### src/design/rhsv_pkg.sv
// ----------------------------------------------------------------------------
// rhsv_pkg
// Shared widths, constants and payload types of the rgb to hsv pixel pipeline.
// ----------------------------------------------------------------------------
package rhsv_pkg;

    // field widths
    localparam int COMP_W = 8;   // one color component
    localparam int HUE_W  = 9;   // hue in degrees
    localparam int PCT_W  = 7;   // saturation and value percent

    // divider datapath: 15-bit dividend, 8-bit divisor, 7 quotient bits
    localparam int NUM_W     = 15;
    localparam int QUO_W     = 7;
    localparam int DIV_STEPS = QUO_W;
    localparam int VX_W      = 15;           // max times 100
    localparam int VT_W      = VX_W + 9;     // (vx + 1) times 257

    // arithmetic constants
    localparam int HUE_SPAN    = 60;
    localparam int GREEN_BASE  = 120;
    localparam int BLUE_BASE   = 240;
    localparam int FULL_TURN   = 360;
    localparam int PCT_FULL    = 100;
    localparam int RECIP_SHIFT = 16;         // x / 255 == ((x + 1) * 257) >> 16

    // hue sector, picked by which component holds the maximum
    typedef enum logic [1:0] {
        SEC_RED   = 2'd0,
        SEC_GREEN = 2'd1,
        SEC_BLUE  = 2'd2
    } t_sector;

    // after the min/max stage
    typedef struct packed {
        logic [COMP_W-1:0] mx;
        logic [COMP_W-1:0] dl;
        logic [COMP_W-1:0] mag;
        logic              neg;
        t_sector           sector;
    } t_s1;

    // carried through the divider steps
    typedef struct packed {
        logic [NUM_W-1:0]  hue_rem;
        logic [NUM_W-1:0]  sat_rem;
        logic [COMP_W-1:0] hue_den;
        logic [COMP_W-1:0] sat_den;
        logic [QUO_W-1:0]  hue_q;
        logic [QUO_W-1:0]  sat_q;
        logic              hue_neg;
        t_sector           sector;
        logic [VX_W-1:0]   vx;
    } t_div;

    // final result
    typedef struct packed {
        logic [HUE_W-1:0] hue_deg;
        logic [PCT_W-1:0] sat_pct;
        logic [PCT_W-1:0] val_pct;
    } t_hsv;

endpackage

### src/design/rhsv_if.sv
// ----------------------------------------------------------------------------
// rhsv_if
// Valid/ready channels of the pipeline: rgb pixel in, hsv result out.
// ----------------------------------------------------------------------------
interface rhsv_pix_if;
    logic       valid;
    logic       ready;
    logic [7:0] red;
    logic [7:0] green;
    logic [7:0] blue;

    modport source (output valid, output red, output green, output blue, input ready);
    modport sink   (input valid, input red, input green, input blue, output ready);
endinterface

interface rhsv_hsv_if;
    logic       valid;
    logic       ready;
    logic [8:0] hue_deg;
    logic [6:0] sat_pct;
    logic [6:0] val_pct;

    modport source (output valid, output hue_deg, output sat_pct, output val_pct,
                    input ready);
    modport sink   (input valid, input hue_deg, input sat_pct, input val_pct,
                    output ready);
endinterface

### src/design/rhsv_front.sv
// ----------------------------------------------------------------------------
// rhsv_front
// Two stages: max/min/sector/difference, then the constant scalings that
// feed the dividers.
// ----------------------------------------------------------------------------
module rhsv_front
    import rhsv_pkg::*;
(
    input  logic              i_clk,
    input  logic              i_rst_n,
    input  logic              i_valid,
    output logic              o_ready,
    input  logic [COMP_W-1:0] i_red,
    input  logic [COMP_W-1:0] i_green,
    input  logic [COMP_W-1:0] i_blue,
    output logic              o_valid,
    input  logic              i_ready,
    output t_div              o_pl
);

    logic              r_v1, r_v2;
    t_s1               r_s1, n_s1;
    t_div              r_s2, n_s2;
    logic              w_s1_ready, w_s2_ready;
    logic [COMP_W-1:0] w_mx, w_mn, w_mx_rg, w_mn_rg;
    logic [COMP_W:0]   w_diff;

    // per-stage ready chain
    assign w_s2_ready = !r_v2 || i_ready;
    assign w_s1_ready = !r_v1 || w_s2_ready;
    assign o_ready    = w_s1_ready;

    // stage 1: max, min, sector and signed sector difference
    always_comb begin
        w_mx_rg = (i_red > i_green) ? i_red : i_green;
        w_mx    = (w_mx_rg > i_blue) ? w_mx_rg : i_blue;
        w_mn_rg = (i_red < i_green) ? i_red : i_green;
        w_mn    = (w_mn_rg < i_blue) ? w_mn_rg : i_blue;
        n_s1.mx = w_mx;
        n_s1.dl = w_mx - w_mn;
        if (i_red == w_mx) begin
            n_s1.sector = SEC_RED;
        end else if (i_green == w_mx) begin
            n_s1.sector = SEC_GREEN;
        end else begin
            n_s1.sector = SEC_BLUE;
        end
        case (n_s1.sector)
            SEC_RED:   w_diff = {1'b0, i_green} - {1'b0, i_blue};
            SEC_GREEN: w_diff = {1'b0, i_blue} - {1'b0, i_red};
            SEC_BLUE:  w_diff = {1'b0, i_red} - {1'b0, i_green};
            default:   w_diff = {1'b0, i_green} - {1'b0, i_blue};
        endcase
        n_s1.neg = w_diff[COMP_W];
        n_s1.mag = w_diff[COMP_W] ? COMP_W'(~w_diff + 1'b1) : w_diff[COMP_W-1:0];
    end

    // stage 2: scale dividends; a zero divisor only meets a zero dividend
    always_comb begin
        n_s2.hue_rem = NUM_W'(r_s1.mag) * NUM_W'(HUE_SPAN);
        n_s2.sat_rem = NUM_W'(r_s1.dl) * NUM_W'(PCT_FULL);
        n_s2.hue_den = (r_s1.dl == '0) ? COMP_W'(1) : r_s1.dl;
        n_s2.sat_den = (r_s1.mx == '0) ? COMP_W'(1) : r_s1.mx;
        n_s2.hue_q   = '0;
        n_s2.sat_q   = '0;
        n_s2.hue_neg = r_s1.neg;
        n_s2.sector  = r_s1.sector;
        n_s2.vx      = VX_W'(r_s1.mx) * VX_W'(PCT_FULL);
    end

    // valid bits
    always_ff @(posedge i_clk) begin
        if (!i_rst_n) begin
            r_v1 <= 1'b0;
            r_v2 <= 1'b0;
        end else begin
            if (w_s1_ready) r_v1 <= i_valid;
            if (w_s2_ready) r_v2 <= r_v1;
        end
    end

    // payload
    always_ff @(posedge i_clk) begin
        if (w_s1_ready && i_valid) r_s1 <= n_s1;
        if (w_s2_ready && r_v1)    r_s2 <= n_s2;
    end

    assign o_valid = r_v2;
    assign o_pl    = r_s2;

    // a stalled stage 1 keeps its item
    a_s1_hold: assert property (@(posedge i_clk) disable iff (!i_rst_n)
        r_v1 && !w_s2_ready |=> r_v1 && $stable(r_s1))
        else $error("stage 1 item lost under stall");

    // dividends never exceed what the quotient width can hold
    a_num_bound: assert property (@(posedge i_clk) disable iff (!i_rst_n)
        r_v2 |-> (r_s2.hue_rem <= NUM_W'(r_s2.hue_den) * NUM_W'(HUE_SPAN)) &&
                 (r_s2.sat_rem <= NUM_W'(r_s2.sat_den) * NUM_W'(PCT_FULL)))
        else $error("dividend out of range for divider");

endmodule

### src/design/rhsv_div_step.sv
// ----------------------------------------------------------------------------
// rhsv_div_step
// One registered restoring-division step for both the hue and the
// saturation quotient; the remainder shifts left, one quotient bit per step.
// ----------------------------------------------------------------------------
module rhsv_div_step
    import rhsv_pkg::*;
(
    input  logic i_clk,
    input  logic i_rst_n,
    input  logic i_valid,
    output logic o_ready,
    input  t_div i_pl,
    output logic o_valid,
    input  logic i_ready,
    output t_div o_pl
);

    logic             r_valid;
    t_div             r_pl, n_pl;
    logic [NUM_W-1:0] w_hue_d, w_sat_d, w_hue_r, w_sat_r;
    logic             w_hue_ge, w_sat_ge;

    assign o_ready = !r_valid || i_ready;

    // compare against divisor aligned to the top quotient bit
    always_comb begin
        w_hue_d  = NUM_W'({i_pl.hue_den, {(QUO_W-1){1'b0}}});
        w_sat_d  = NUM_W'({i_pl.sat_den, {(QUO_W-1){1'b0}}});
        w_hue_ge = i_pl.hue_rem >= w_hue_d;
        w_sat_ge = i_pl.sat_rem >= w_sat_d;
        w_hue_r  = w_hue_ge ? i_pl.hue_rem - w_hue_d : i_pl.hue_rem;
        w_sat_r  = w_sat_ge ? i_pl.sat_rem - w_sat_d : i_pl.sat_rem;
        n_pl         = i_pl;
        n_pl.hue_rem = {w_hue_r[NUM_W-2:0], 1'b0};
        n_pl.sat_rem = {w_sat_r[NUM_W-2:0], 1'b0};
        n_pl.hue_q   = {i_pl.hue_q[QUO_W-2:0], w_hue_ge};
        n_pl.sat_q   = {i_pl.sat_q[QUO_W-2:0], w_sat_ge};
    end

    always_ff @(posedge i_clk) begin
        if (!i_rst_n) begin
            r_valid <= 1'b0;
        end else if (o_ready) begin
            r_valid <= i_valid;
        end
    end

    always_ff @(posedge i_clk) begin
        if (o_ready && i_valid) r_pl <= n_pl;
    end

    assign o_valid = r_valid;
    assign o_pl    = r_pl;

    // partial remainder stays below twice the aligned divisor
    a_rem_bound: assert property (@(posedge i_clk) disable iff (!i_rst_n)
        r_valid |-> ({1'b0, r_pl.hue_rem} < {1'b0, r_pl.hue_den, {QUO_W{1'b0}}}) &&
                    ({1'b0, r_pl.sat_rem} < {1'b0, r_pl.sat_den, {QUO_W{1'b0}}}))
        else $error("divider remainder out of range");

endmodule

### src/design/rhsv_back.sv
// ----------------------------------------------------------------------------
// rhsv_back
// Output stage: sector offset and wrap for hue, value percent by
// reciprocal multiply, result register toward the sink.
// ----------------------------------------------------------------------------
module rhsv_back
    import rhsv_pkg::*;
(
    input  logic i_clk,
    input  logic i_rst_n,
    input  logic i_valid,
    output logic o_ready,
    input  t_div i_pl,
    output logic o_valid,
    input  logic i_ready,
    output t_hsv o_res
);

    logic             r_valid;
    t_hsv             r_res, n_res;
    logic [HUE_W-1:0] w_q;
    logic [VX_W-1:0]  w_vx1;
    logic [VT_W-1:0]  w_vt;

    assign o_ready = !r_valid || i_ready;

    // hue: quotient is at most 60, so one offset and one negate cover the wrap
    always_comb begin
        w_q = HUE_W'(i_pl.hue_q);
        case (i_pl.sector)
            SEC_RED: begin
                if (i_pl.hue_neg && w_q != '0) n_res.hue_deg = HUE_W'(FULL_TURN) - w_q;
                else                           n_res.hue_deg = w_q;
            end
            SEC_GREEN: begin
                n_res.hue_deg = i_pl.hue_neg ? HUE_W'(GREEN_BASE) - w_q
                                             : HUE_W'(GREEN_BASE) + w_q;
            end
            default: begin
                n_res.hue_deg = i_pl.hue_neg ? HUE_W'(BLUE_BASE) - w_q
                                             : HUE_W'(BLUE_BASE) + w_q;
            end
        endcase
        n_res.sat_pct = PCT_W'(i_pl.sat_q);
        // vx / 255 as ((vx + 1) * 257) >> 16, exact for vx up to 25500
        w_vx1 = i_pl.vx + 1'b1;
        w_vt  = {1'b0, w_vx1, 8'b0} + VT_W'(w_vx1);
        n_res.val_pct = w_vt[RECIP_SHIFT +: PCT_W];
    end

    always_ff @(posedge i_clk) begin
        if (!i_rst_n) begin
            r_valid <= 1'b0;
        end else if (o_ready) begin
            r_valid <= i_valid;
        end
    end

    always_ff @(posedge i_clk) begin
        if (o_ready && i_valid) r_res <= n_res;
    end

    assign o_valid = r_valid;
    assign o_res   = r_res;

    // results stay within their ranges
    a_res_range: assert property (@(posedge i_clk) disable iff (!i_rst_n)
        r_valid |-> (r_res.hue_deg < HUE_W'(FULL_TURN)) &&
                    (r_res.sat_pct <= PCT_W'(PCT_FULL)) &&
                    (r_res.val_pct <= PCT_W'(PCT_FULL)))
        else $error("hsv result out of range");

endmodule

### src/design/rgb_to_hsv_pixel.sv
// ----------------------------------------------------------------------------
// rgb_to_hsv_pixel
// 8-bit rgb pixel to integer hue degrees, saturation and value percent.
// ----------------------------------------------------------------------------
//   channel   dir   fields                          transfer
//   i_pix     in    red, green, blue  (8 b each)    valid & ready
//   o_hsv     out   hue_deg 9 b, sat_pct, val_pct   valid & ready
//
// one pixel per clock sustained while the sink keeps ready; stages in order: min/max, scaling,
// seven divider steps (one quotient bit each), output register
// synchronous active-low reset clears only the stage valid bits
// each stage has its own ready, so bubbles are filled while the sink stalls
// and a stalled item is held, never dropped or repeated
// ----------------------------------------------------------------------------
module rgb_to_hsv_pixel
    import rhsv_pkg::*;
(
    input  logic       i_clk,
    input  logic       i_rst_n,
    rhsv_pix_if.sink   i_pix,
    rhsv_hsv_if.source o_hsv
);

    t_div w_pl    [DIV_STEPS+1];
    logic w_valid [DIV_STEPS+1];
    logic w_ready [DIV_STEPS+1];
    t_hsv w_res;

    // min/max and scaling stages
    rhsv_front u_front (
        .i_clk   (i_clk),
        .i_rst_n (i_rst_n),
        .i_valid (i_pix.valid),
        .o_ready (i_pix.ready),
        .i_red   (i_pix.red),
        .i_green (i_pix.green),
        .i_blue  (i_pix.blue),
        .o_valid (w_valid[0]),
        .i_ready (w_ready[0]),
        .o_pl    (w_pl[0])
    );

    // divider pipeline, one quotient bit per stage
    for (genvar k = 0; k < DIV_STEPS; k++) begin : g_div
        rhsv_div_step u_step (
            .i_clk   (i_clk),
            .i_rst_n (i_rst_n),
            .i_valid (w_valid[k]),
            .o_ready (w_ready[k]),
            .i_pl    (w_pl[k]),
            .o_valid (w_valid[k+1]),
            .i_ready (w_ready[k+1]),
            .o_pl    (w_pl[k+1])
        );
    end

    // hue offset, value percent and result register
    rhsv_back u_back (
        .i_clk   (i_clk),
        .i_rst_n (i_rst_n),
        .i_valid (w_valid[DIV_STEPS]),
        .o_ready (w_ready[DIV_STEPS]),
        .i_pl    (w_pl[DIV_STEPS]),
        .o_valid (o_hsv.valid),
        .i_ready (o_hsv.ready),
        .o_res   (w_res)
    );

    assign o_hsv.hue_deg = w_res.hue_deg;
    assign o_hsv.sat_pct = w_res.sat_pct;
    assign o_hsv.val_pct = w_res.val_pct;

endmodule
### src/flat_wrapper.sv
// flat-port wrapper written by rule: the top's interface ports become plain ports
module rgb_to_hsv_pixel_flat import rhsv_pkg::*;
  (i_clk, i_rst_n, i_pix_valid, i_pix_red, i_pix_green, i_pix_blue, i_pix_ready, o_hsv_valid, o_hsv_hue_deg, o_hsv_sat_pct, o_hsv_val_pct, o_hsv_ready);
  rhsv_pix_if i_pix_i ();
  rhsv_hsv_if o_hsv_i ();
  input  logic i_clk;
  input  logic i_rst_n;
  input wire logic [$bits(i_pix_i.valid)-1:0] i_pix_valid;
  input wire logic [$bits(i_pix_i.red)-1:0] i_pix_red;
  input wire logic [$bits(i_pix_i.green)-1:0] i_pix_green;
  input wire logic [$bits(i_pix_i.blue)-1:0] i_pix_blue;
  output wire logic [$bits(i_pix_i.ready)-1:0] i_pix_ready;
  output wire logic [$bits(o_hsv_i.valid)-1:0] o_hsv_valid;
  output wire logic [$bits(o_hsv_i.hue_deg)-1:0] o_hsv_hue_deg;
  output wire logic [$bits(o_hsv_i.sat_pct)-1:0] o_hsv_sat_pct;
  output wire logic [$bits(o_hsv_i.val_pct)-1:0] o_hsv_val_pct;
  input wire logic [$bits(o_hsv_i.ready)-1:0] o_hsv_ready;
  assign i_pix_i.valid = i_pix_valid;
  assign i_pix_i.red = i_pix_red;
  assign i_pix_i.green = i_pix_green;
  assign i_pix_i.blue = i_pix_blue;
  assign i_pix_ready = i_pix_i.ready;
  assign o_hsv_valid = o_hsv_i.valid;
  assign o_hsv_hue_deg = o_hsv_i.hue_deg;
  assign o_hsv_sat_pct = o_hsv_i.sat_pct;
  assign o_hsv_val_pct = o_hsv_i.val_pct;
  assign o_hsv_i.ready = o_hsv_ready;
  rgb_to_hsv_pixel u_core (.i_clk(i_clk), .i_rst_n(i_rst_n), .i_pix(i_pix_i), .o_hsv(o_hsv_i));
endmodule
### config.mk
export PLATFORM = sky130hd
export DESIGN_NAME = rgb_to_hsv_pixel_flat
export DESIGN_NICKNAME = d
export VERILOG_FILES = /design/src/design/rhsv_pkg.sv /design/src/design/rhsv_if.sv /design/src/design/rhsv_front.sv /design/src/design/rhsv_div_step.sv /design/src/design/rhsv_back.sv /design/src/design/rgb_to_hsv_pixel.sv /design/src/flat_wrapper.sv
export SDC_FILE = /design/constraint.sdc
export NUM_CORES = 1
export LEC_CHECK = 0
export ABC_AREA = 1
export CAP_MARGIN = 30
export CORE_MARGIN = 2
export CORE_UTILIZATION = 60
export DETAILED_ROUTE_END_ITERATION = 6
export DONT_BUFFER_PORTS = 1
export PLACE_DENSITY = 0.76
export SLEW_MARGIN = 20
export SYNTH_ARGS = -nofsm -noshare
export SYNTH_HDL_FRONTEND = slang
export SYNTH_HIERARCHICAL = 1
export SYNTH_SLANG_ARGS = --single-unit
### constraint.sdc
create_clock -name i_clk -period 10.7 [get_ports i_clk]
set_clock_uncertainty 0.1 [all_clocks]
set_input_delay 1.07 -clock i_clk [delete_from_list [all_inputs] [get_ports i_clk]]
set_output_delay 1.07 -clock i_clk [all_outputs]
set_load 0.02 [all_outputs]
==> results of run 1 <==
-- path summary, 6_finish.rpt --
kind,end,slack [ns],cells after the start
worst max-delay path,u_core/u_front/r_s1[9]$_DFFE_PP_,4.71,36
worst min-delay path,u_core/g_div[3].u_step/o_pl[15]$_DFFE_PP_,0.32,0
worst max register to register,u_core/u_front/o_pl[13]$_DFFE_PP_,7.11,15
worst min register to register,u_core/g_div[3].u_step/o_pl[15]$_DFFE_PP_,0.32,0
-- registers in the layout, summed over array words and instances, names as in the netlist --
register / count
u_core/u_back/o_res: 23
u_core/u_front/n_s2: 3
u_core/u_front/o_valid: 1
u_core/g_div.u_step/o_valid: 7
u_core/u_front/r_s1: 24
u_core/g_div.u_step/o_pl: 446
u_core/u_front/o_pl: 57
u_core/u_front/r_v1: 1
u_core/u_back/o_valid: 1
-- power groups by stage --
stage	sequential [W]	combinational, W	clock, W
2_1_floorplan	0.00279	0.00143	0
3_3_place_gp	0.00283	0.00175	0
3_5_place_dp	0.00284	0.00183	0
4_1_cts	0.00279	0.00185	0.00209
5_1_grt	0.00280	0.00213	0.00217
6_report	0.00279	0.00184	0.00205
-- stage by stage --
| step | hold slack [ns] | setup WS [ns] | area (sq um) |
|---|---|---|---|
| after global routing | 0.323 | 4.19 | 34500 |
| after CTS | 0.318 | 4.71 | 34400 |
| after detailed placement | 0.305 | 4.07 | 32400 |
| after floorplan | 0.300 | 5.17 | 31600 |
| final | 0.315 | 4.71 | 34500 |
| after global placement | 0.302 | 4.11 | 32400 |
-- layout make-up --
cell class / instances / area [sq um] / area share
repair buffers: 11 / 103 / 0.00298
multi-input cells: 2007 / 12700 / 0.369
inverters: 534 / 2010 / 0.0582
clock buffers: 64 / 1510 / 0.0437
clock inverters: 44 / 477 / 0.0138
well taps: 688 / 861 / 0.0250
flip-flops and latches: 563 / 16800 / 0.488
-- layer usage --
layer,global-route usage,vias up,part of all wire
met2,0.429,490,0.52
li1,-,10408,-
met5,0,-,0
met4,0.107,0,0.045
met3,0.0302,164,0.036
met1,0.259,9605,0.39
==> flow_metrics.env, run 1 <==
export IMPL_drt_wl_total_um=60500
export IMPL_fp_coreArea_sq_mm=0.0523
export IMPL_final_cells=3911
export IMPL_syn_avg_cell_area_sq_um=10.1
export IMPL_grtUsageTotal=0.230
export IMPL_num_rows=84
export IMPL_cp_num_buf_inv=7
export IMPL_grt_overflow=0
export IMPL_arrival_ns=6.25
export IMPL_cap_violations=0
export IMPL_gp_congestion=0.919
export IMPL_start_util=0.603
export IMPL_layout_min_cycle_time_ns=5.99
export IMPL_cts_resized_gates=0
export IMPL_dieWidth_um=233
export IMPL_area_growth_pct=9.09
export IMPL_nets=3491
export IMPL_max_clock_freq_mhz=167
export IMPL_mostFrequentLayoutCells="nand2_1 (778), edfxtp_1 (553), inv_1 (523)"
export IMPL_synthCells=3122
export IMPL_viasPerCell=5.28
export IMPL_cts_path_max_buffers=3
export IMPL_drive_above_1_share=0.0925
export IMPL_slew_violations=0
export IMPL_io_buffers=0
export IMPL_cts_hold_buf=0
export IMPL_crit_top_cell="nand2_1"
export IMPL_r2r_start="u_core/u_front/r_s1[22]$_DFFE_PP_"
export IMPL_power_switching_w=0.00206
export IMPL_cts_tree="yes"
export IMPL_hold_viol_final=0
export IMPL_setup_tns_ns=0
export IMPL_drt_iter0_drc=1174
export IMPL_die_area_sq_mm=0.0545
export IMPL_p_per_area_mw_per_mm2=194
export IMPL_first_pass_iters=5
export IMPL_final_common_cell="nand2_1"
export IMPL_setup_worst_path_start="i_pix_green[6]"
export IMPL_setup_violations=0
export IMPL_critPathMaxStageDelay_ns=0.45
export IMPL_drtAntennaViolNets=0
export IMPL_postCtsSetupRepairBufs=0
export IMPL_htree_levels=2
export IMPL_cp_slowest_cell="a21oi_4"
export IMPL_required_ns=10.96
export IMPL_rsz0062_at_grt="no"
export IMPL_clk_latency_ns=0.61
export IMPL_vdd_drop_max_v=0.000130
export IMPL_p_comb_frac=0.275
export IMPL_place_hpwl_um=46000
export IMPL_post_route_period_util=0.560
export IMPL_cts_root_buf="clkbuf_16"
export IMPL_holdCritStartpoint="u_core/g_div[2].u_step/o_pl[15]$_DFFE_PP_"
export IMPL_antenna_found_initial=0
export IMPL_drc_errors=0
export IMPL_p_sw_frac=0.309
export IMPL_synth_warnings=6
export IMPL_slew_headroom=0.391
export IMPL_total_power_w=0.00668
export IMPL_first_global_vias=20854
export IMPL_clk_pin_slew_ns=0.06
export IMPL_utilization=0.658
export IMPL_wl_per_cell_um=15.5
export IMPL_vias=20667
export IMPL_cts_made_buffers=57
export IMPL_die_h_um=233
export IMPL_criticalPathCategory="input pin to flip-flop"
export IMPL_p_leak_nw=15.4
export IMPL_grt_pass1_wl_um=100000
export IMPL_crit_path_start_kind="input pin"
export IMPL_num_io_pins=53
export IMPL_tightest_slew_ns=0.913
export IMPL_grt_start_max_net_pins=75
export IMPL_synth_area_sq_mm=0.0316
export IMPL_crit_path_end_kind="flip-flop"
export IMPL_dp_cells=3802
export IMPL_cp_max_fo=28
export IMPL_antenna_diode_count=0
export IMPL_p_int_w=0.00462
export IMPL_hold_path_class="flip-flop to flip-flop"
export IMPL_fillCellCount=3888
export IMPL_p_clk_frac=0.307
export IMPL_status="finished clean"
export IMPL_crit_family="simple AND/OR/NAND/NOR gates"
export IMPL_cts_sinks=563
export IMPL_seqPwrFrac=0.418
No activity file was read; power rests on OpenSTA's default activity.
==> run 2, diff against run 1 <==
--- a/config.mk
+++ b/config.mk
@@ -5,7 +5,7 @@
 export SDC_FILE = /design/constraint.sdc
 export NUM_CORES = 1
 export LEC_CHECK = 0
-export ABC_AREA = 1
+export ABC_AREA = 0
 export CAP_MARGIN = 30
 export CORE_MARGIN = 2
 export CORE_UTILIZATION = 60
==> constraint.sdc (replaced) <==
create_clock -name i_clk -period 6.1 [get_ports i_clk]
set_clock_uncertainty 0.1 [all_clocks]
set_input_delay 0.61 -clock i_clk [delete_from_list [all_inputs] [get_ports i_clk]]
set_output_delay 0.61 -clock i_clk [all_outputs]
set_load 0.02 [all_outputs]
==> run 2 against run 1 <==
Net effect:
- first-iteration DRC count fell by 18%
- via count fell by 15%
- combinational power rose by 90%
- cell count fell by 22%
- largest power group unchanged
==> flow_metrics.env, run 2 <==
export IMPL_status="finished clean"
export IMPL_synth_warnings=6
export IMPL_p_sw_frac=0.283
export IMPL_mostFrequentLayoutCells="edfxtp_1 (553), inv_1 (261), ha_1 (254)"
export IMPL_reg2reg_to="u_core/u_front/o_pl[76]$_DFFE_PP_"
export IMPL_htree_levels=2
export IMPL_grtUsageMet3=0.0375
export IMPL_rr_worst_depth=15
export IMPL_rsz0062_at_grt="no"
export IMPL_dp_cells=2947
export IMPL_p_comb_frac=0.294
export IMPL_grt_util_met1=0.263
export IMPL_grt_pass1_wl_um=91800
export IMPL_fp_coreArea_sq_mm=0.0499
export IMPL_cts_root_buf="clkbuf_16"
export IMPL_gp_congestion=0.924
export IMPL_drtAntennaViolNets=0
export IMPL_io_buffers=0
export IMPL_dpl_cell_area_sq_mm=0.0309
export IMPL_max_clock_freq_mhz=191
export IMPL_start_util=0.605
export IMPL_final_common_cell="edfxtp_1"
export IMPL_grt_busiest_layer="met2"
export IMPL_num_rows=82
export IMPL_utilization=0.658
export IMPL_tightest_slew_ns=0.900
export IMPL_p_clk_frac=0.293
export IMPL_grt_start_max_net_pins=75
export IMPL_setup_ws_ns=0.874
export IMPL_area_growth_pct=8.76
export IMPL_antenna_diode_count=0
export IMPL_dp_slack_ns=0.263
export IMPL_postCtsSetupRepairBufs=0
export IMPL_seqPwrFrac=0.413
export IMPL_drive_above_1_share=0.0964
export IMPL_num_io_pins=53
export IMPL_antenna_found_initial=0
export IMPL_whs_path_depth=1
export IMPL_synthCells=2293
export IMPL_nets=2650
export IMPL_holdPathEnd="u_core/u_front/r_v1$_SDFFE_PN0N_"
export IMPL_largest_reg_flops=446
export IMPL_drt_wl_total_um=55600
export IMPL_clk_latency_ns=0.60
export IMPL_cp_max_fo=21
export IMPL_layout_min_cycle_time_ns=5.23
export IMPL_vias=17531
export IMPL_vdd_drop_max_v=0.000356
export IMPL_wl_per_cell_um=18.2
export IMPL_viasPerCell=5.75
export IMPL_holdCritStartpoint="i_rst_n"
export IMPL_cts_tree="yes"
export IMPL_post_route_period_util=0.857
export IMPL_grtUsageMet2=0.394
export IMPL_hold_viol_final=0
export IMPL_drt_iter0_drc=959
export IMPL_seq_area_sq_mm=0.0168
export IMPL_die_h_um=228
export IMPL_setup_tns_ns=0
export IMPL_setup_violations=0
export IMPL_fin_area_sq_mm=0.0328
export IMPL_first_pass_iters=6
export IMPL_crit_path_end_kind="flip-flop"
export IMPL_cts_made_buffers=54
export IMPL_first_global_vias=18138
export IMPL_slew_violations=0
export IMPL_required_ns=6.35
export IMPL_r2r_setup_slack_ns=2.27
export IMPL_p_leak_nw=12.8
export IMPL_r2r_start="u_core/u_front/r_s1[5]$_DFFE_PP_"
export IMPL_grtUsageTotal=0.218
export IMPL_grt_overflow=0
export IMPL_clk_pin_slew_ns=0.06
export IMPL_p_per_area_mw_per_mm2=363
export IMPL_drc_errors=0
export IMPL_die_area_sq_mm=0.0521
export IMPL_arrival_ns=5.47
export IMPL_cts_sinks=563
export IMPL_fillCellCount=3532
export IMPL_hold_path_class="input pin to flip-flop"
export IMPL_criticalPathCategory="input pin to flip-flop"
export IMPL_power_switching_w=0.00337
export IMPL_syn_avg_cell_area_sq_um=13.1
export IMPL_dieWidth_um=228
export IMPL_synth_area_sq_mm=0.0301
export IMPL_final_cells=3047
export IMPL_cap_violations=0
export IMPL_place_hpwl_um=41000
export IMPL_cts_resized_gates=0
export IMPL_cts_path_max_buffers=3
export IMPL_multi_input_area_sq_mm=0.0120
export IMPL_cp_slowest_cell="o21ai_0"
export IMPL_slew_headroom=0.400
export IMPL_crit_chain="inv_1 -> ha_1 -> and3_1 -> and3_4 -> a211o_4 -> and2_4 -> o21ai_0 -> ha_1 -> nand4_2 -> nor2_2 -> a211o_1 -> nand2_1 -> nor2_1 -> a21oi_1 -> ha_1 -> nor2b_1 -> o21ai_0 -> nand2b_1 -> a21o_1 -> a21o_1 -> a21o_1 -> a21oi_1 -> xor2_1 -> xnor2_1"
export IMPL_critPathMaxStageDelay_ns=0.39
export IMPL_p_int_w=0.00852
export IMPL_crit_path_start_kind="input pin"
-- run 2: power by group through the flow --
stage	Combinational [W]	Sequential [W]	Clock (W)
3_3_place_gp	0.00331	0.00497	0
2_1_floorplan	0.00285	0.00491	0
6_report	0.00350	0.00491	0.00348
4_1_cts	0.00351	0.00491	0.00355
3_5_place_dp	0.00345	0.00499	0
5_1_grt	0.00399	0.00493	0.00371
-- run 2: metrics by stage --
| step | hold WS (ns) | power, W |
|---|---|---|
| after floorplan | 0.300 | 0.00776 |
| after global placement | 0.300 | 0.00828 |
| after detailed placement | 0.305 | 0.00844 |
| after CTS | 0.0110 | 0.0120 |
| after global routing | 0.0306 | 0.0126 |
| final | 0.0537 | 0.0119 |
-- run 2: layout make-up --
class                      count  share of cell area
multi-input combinational   1425               0.367
clock inverter                30              0.0139
inverter                     262              0.0300
tap                          672              0.0256
timing repair buffer          27             0.00710
clock buffer                  68              0.0434
sequential                   563               0.513
-- run 2: metal layers --
layer  share of wire  routed length [um]
met2            0.51               28500
met4           0.034                1890
met5               0                   0
met1            0.41               23000
met3           0.040                2220
-- run 2: how the worst max path moves through the flow --
stage | from | endpoint | depth (start not counted)
floorplan | i_pix_green[7] | u_core/u_front/r_s1[9]$_DFFE_PP_ | 28
global placement | i_pix_green[5] | u_core/u_front/r_s1[9]$_DFFE_PP_ | 25
detailed placement | i_pix_green[5] | u_core/u_front/r_s1[9]$_DFFE_PP_ | 25
CTS | i_pix_green[5] | u_core/u_front/r_s1[9]$_DFFE_PP_ | 25
global route | i_pix_green[2] | u_core/u_front/r_s1[9]$_DFFE_PP_ | 26
finish | i_pix_green[5] | u_core/u_front/r_s1[18]$_DFFE_PP_ | 24
-- run 2: critical path, delay by kind of cell --
kind,cells,cell delay (ns)
xor+xnor,2,0.27
simple gates,9,1.44
buf+inv,1,0.05
compound gates,9,2.13
fa+ha+maj,3,0.96
-- run 2: timing repair --
item,in CTS,in global routing
endpoints found under the hold margin,1,0
hold buffers,1,0
setup endpoints to repair,0,0
==> run 3, diff against run 2 <==
--- a/config.mk
+++ b/config.mk
@@ -8,12 +8,9 @@
 export ABC_AREA = 0
 export CAP_MARGIN = 30
 export CORE_MARGIN = 2
-export CORE_UTILIZATION = 60
+export CORE_UTILIZATION = 42
 export DETAILED_ROUTE_END_ITERATION = 6
 export DONT_BUFFER_PORTS = 1
-export PLACE_DENSITY = 0.76
-export SLEW_MARGIN = 20
 export SYNTH_ARGS = -nofsm -noshare
 export SYNTH_HDL_FRONTEND = slang
-export SYNTH_HIERARCHICAL = 1
 export SYNTH_SLANG_ARGS = --single-unit
==> run 3 against run 2 <==
Net effect:
- non-clock buffer count decreased by 5
- sequential cell count down 66
- first-iteration DRC count down 33%
- total power is 10% lower
- cell count fell by 1.1%
- critical endpoint is now u_core.u_front.r_s1[8]$_DFFE_PP_
- highest routed layer unchanged
==> flow_metrics.env, run 3 <==
export IMPL_r2r_start="u_core.u_front.r_s1[4]$_DFFE_PP_"
export IMPL_antenna_found_initial=0
export IMPL_synth_area_sq_mm=0.0261
export IMPL_ys_seq_area_frac=0.567
export IMPL_gp_congestion=0.861
export IMPL_synth_nets=2419
export IMPL_status="finished clean"
export IMPL_synth_distinct_cells=75
export IMPL_syn_avg_cell_area_sq_um=12.4
export IMPL_synth_most_common_cell="edfxtp_1"
export IMPL_slew_violations=0
export IMPL_max_clock_freq_mhz=186
export IMPL_r2r_setup_slack_ns=2.33
export IMPL_grt_pass1_wl_um=76200
export IMPL_clk_pin_slew_ns=0.06
export IMPL_io_buffers=0
export IMPL_cap_violations=0
export IMPL_slew_headroom=0.394
export IMPL_synthCells=2101
export IMPL_synth_commonest_cells="edfxtp_1 (487), inv_1 (271), ha_1 (255), o21ai_0 (130)"
export IMPL_crit_path_start_kind="input pin"
export IMPL_p_per_area_mw_per_mm2=369
export IMPL_start_util=0.424
export IMPL_postCtsSetupRepairBufs=0
export IMPL_grt_overflow=0
export IMPL_num_rows=91
export IMPL_whs_ns=0.0541
export IMPL_fin_area_sq_mm=0.0290
export IMPL_grt_start_max_net_pins=61
export IMPL_reg2reg_to="u_core.u_front.o_pl[76]$_DFFE_PP_"
export IMPL_vdd_drop_max_v=0.000221
export IMPL_p_leak_nw=11.5
export IMPL_cts_path_max_buffers=3
export IMPL_ys_seq_elements=497
export IMPL_total_power_w=0.0107
export IMPL_dp_cells=2924
export IMPL_vias=15012
export IMPL_drtAntennaViolNets=0
export IMPL_drt_wl_total_um=46000
export IMPL_area_growth_pct=10.8
export IMPL_cts_tree="yes"
export IMPL_arrival_ns=5.61
export IMPL_crit_path_end_kind="flip-flop"
export IMPL_grtUsageTotal=0.148
export IMPL_cp_max_fo=31
export IMPL_antenna_diode_count=0
export IMPL_layout_min_cycle_time_ns=5.39
export IMPL_first_global_vias=15447
export IMPL_criticalPathCategory="input pin to flip-flop"
export IMPL_synth_warnings=0
export IMPL_synth_top_area_share=0.559
export IMPL_setup_violations=0
export IMPL_die_h_um=254
export IMPL_drc_errors=0
export IMPL_first_pass_iters=5
export IMPL_wl_per_cell_um=15.2
export IMPL_required_ns=6.32
export IMPL_final_cells=3015
export IMPL_setup_worst_path_start="i_pix_green[4]"
export IMPL_cts_made_buffers=49
export IMPL_fillCellCount=5326
export IMPL_hold_viol_final=0
export IMPL_async_flop_share=0
export IMPL_hold_path_class="input pin to flip-flop"
export IMPL_rr_worst_depth=15
export IMPL_synth_edff_count=487
export IMPL_nets=2456
export IMPL_drt_iter0_drc=639
export IMPL_tightest_slew_ns=0.909
export IMPL_final_common_cell="edfxtp_1"
export IMPL_cts_root_buf="clkbuf_16"
export IMPL_largest_reg_flops=380
export IMPL_synth_main_ff_cell="edfxtp_1"
export IMPL_num_io_pins=53
export IMPL_place_hpwl_um=35300
export IMPL_rsz0062_at_grt="no"
export IMPL_drive_above_1_share=0.0634
export IMPL_mostFrequentLayoutCells="edfxtp_1 (487), inv_1 (271), ha_1 (255)"
export IMPL_viasPerCell=4.98
export IMPL_clk_latency_ns=0.58
export IMPL_htree_levels=2
export IMPL_synth_area_leaders="edfxtp_1 (56%), ha_1 (12%), inv_1 (3.9%)"
export IMPL_setup_tns_ns=0
export IMPL_fp_coreArea_sq_mm=0.0616
export IMPL_dpl_cell_area_sq_mm=0.0273
export IMPL_post_route_period_util=0.883
export IMPL_cts_resized_gates=0
export IMPL_endpoint="u_core.u_front.r_s1[8]$_DFFE_PP_"
export IMPL_die_area_sq_mm=0.0643
export IMPL_cts_sinks=497
export IMPL_synth_top_cell_by_area="edfxtp_1"
export IMPL_cts_hold_buf=0
export IMPL_dieWidth_um=254
[run 3: final cells by class]
type | instances | area [sq um] | share of cell area
Multi-Input combinational cell | 1295 | 10200 | 0.352
Tap cell | 837 | 1050 | 0.0361
Inverter | 273 | 1020 | 0.0354
Sequential cell | 497 | 14800 | 0.512
Clock inverter | 29 | 328 | 0.0113
Clock buffer | 62 | 1350 | 0.0465
Timing Repair Buffer | 22 | 190 | 0.00656
[run 3: per-stage QoR]
step / utilization / worst slack, ns
floorplan: - / 0.271
global placement: 0.443 / 0.179
detailed placement: 0.443 / 0.171
CTS: 0.470 / 0.767
global route: 0.470 / 0.356
finish: 0.470 / 0.713
[run 3: critical path: stages]
cell	delay, ns
inv_1	0.04
ha_1	0.37
a21o_1	0.23
a221o_1	0.36
nor2_4	0.12
or2_4	0.33
nand2_1	0.09
o21ai_0	0.18
ha_1	0.32
and4_1	0.22
o31a_1	0.37
and2_1	0.21
buf_4	0.20
a311oi_1	0.32
o22ai_1	0.24
nor4_4	0.26
buf_4	0.33
mux2i_2	0.51
a31oi_1	0.10
xor2_1	0.18
[run 3: kinds of logic after synthesis]
kind of cell             synth area share
XOR/XNOR                           0.0375
buffers and inverters              0.0459
AO/OA/AOI/OAI                       0.105
AND/OR/NAND/NOR                    0.0785
adder cells (fa/ha/maj)             0.149
multiplexers                       0.0171
flip-flops                          0.567
[run 3: worst min-delay path by stage]
stage,start,to,slack [ns],cells after the start
after floorplan,u_core.u_front.o_pl[10]$_DFFE_PP_,u_core.g_div[0].u_step.o_pl[10]$_DFFE_PP_,0.30,0
after global placement,u_core.g_div[3].u_step.o_pl[26]$_DFFE_PP_,u_core.g_div[4].u_step.o_pl[27]$_DFFE_PP_,0.30,0
after detailed placement,u_core.u_front.o_pl[3]$_DFFE_PP_,u_core.g_div[0].u_step.o_pl[3]$_DFFE_PP_,0.30,0
after CTS,i_rst_n,u_core.g_div[3].u_step.o_valid$_SDFFE_PN0P_,0.01,1
after global routing,i_rst_n,u_core.g_div[5].u_step.o_valid$_SDFFE_PN0P_,0.02,1
final,i_rst_n,u_core.g_div[5].u_step.o_valid$_SDFFE_PN0P_,0.05,1
[run 3: report_power, final]
part           switching (W)  leakage (nW)  internal [W]  total [W]
sequential          0.000175          4.54       0.00423    0.00441
combinational        0.00168          6.13       0.00152    0.00320
clock                0.00121         0.830       0.00186    0.00307
[run 3: routing by layer]
metal  vias to the layer above  wire [um]  GRT usage
met5                         -          0          0
met3                        93       1880     0.0305
met2                       226      23600      0.270
met4                         0       1480     0.0538
met1                      7069      19000      0.170
li1                       7624          -          -
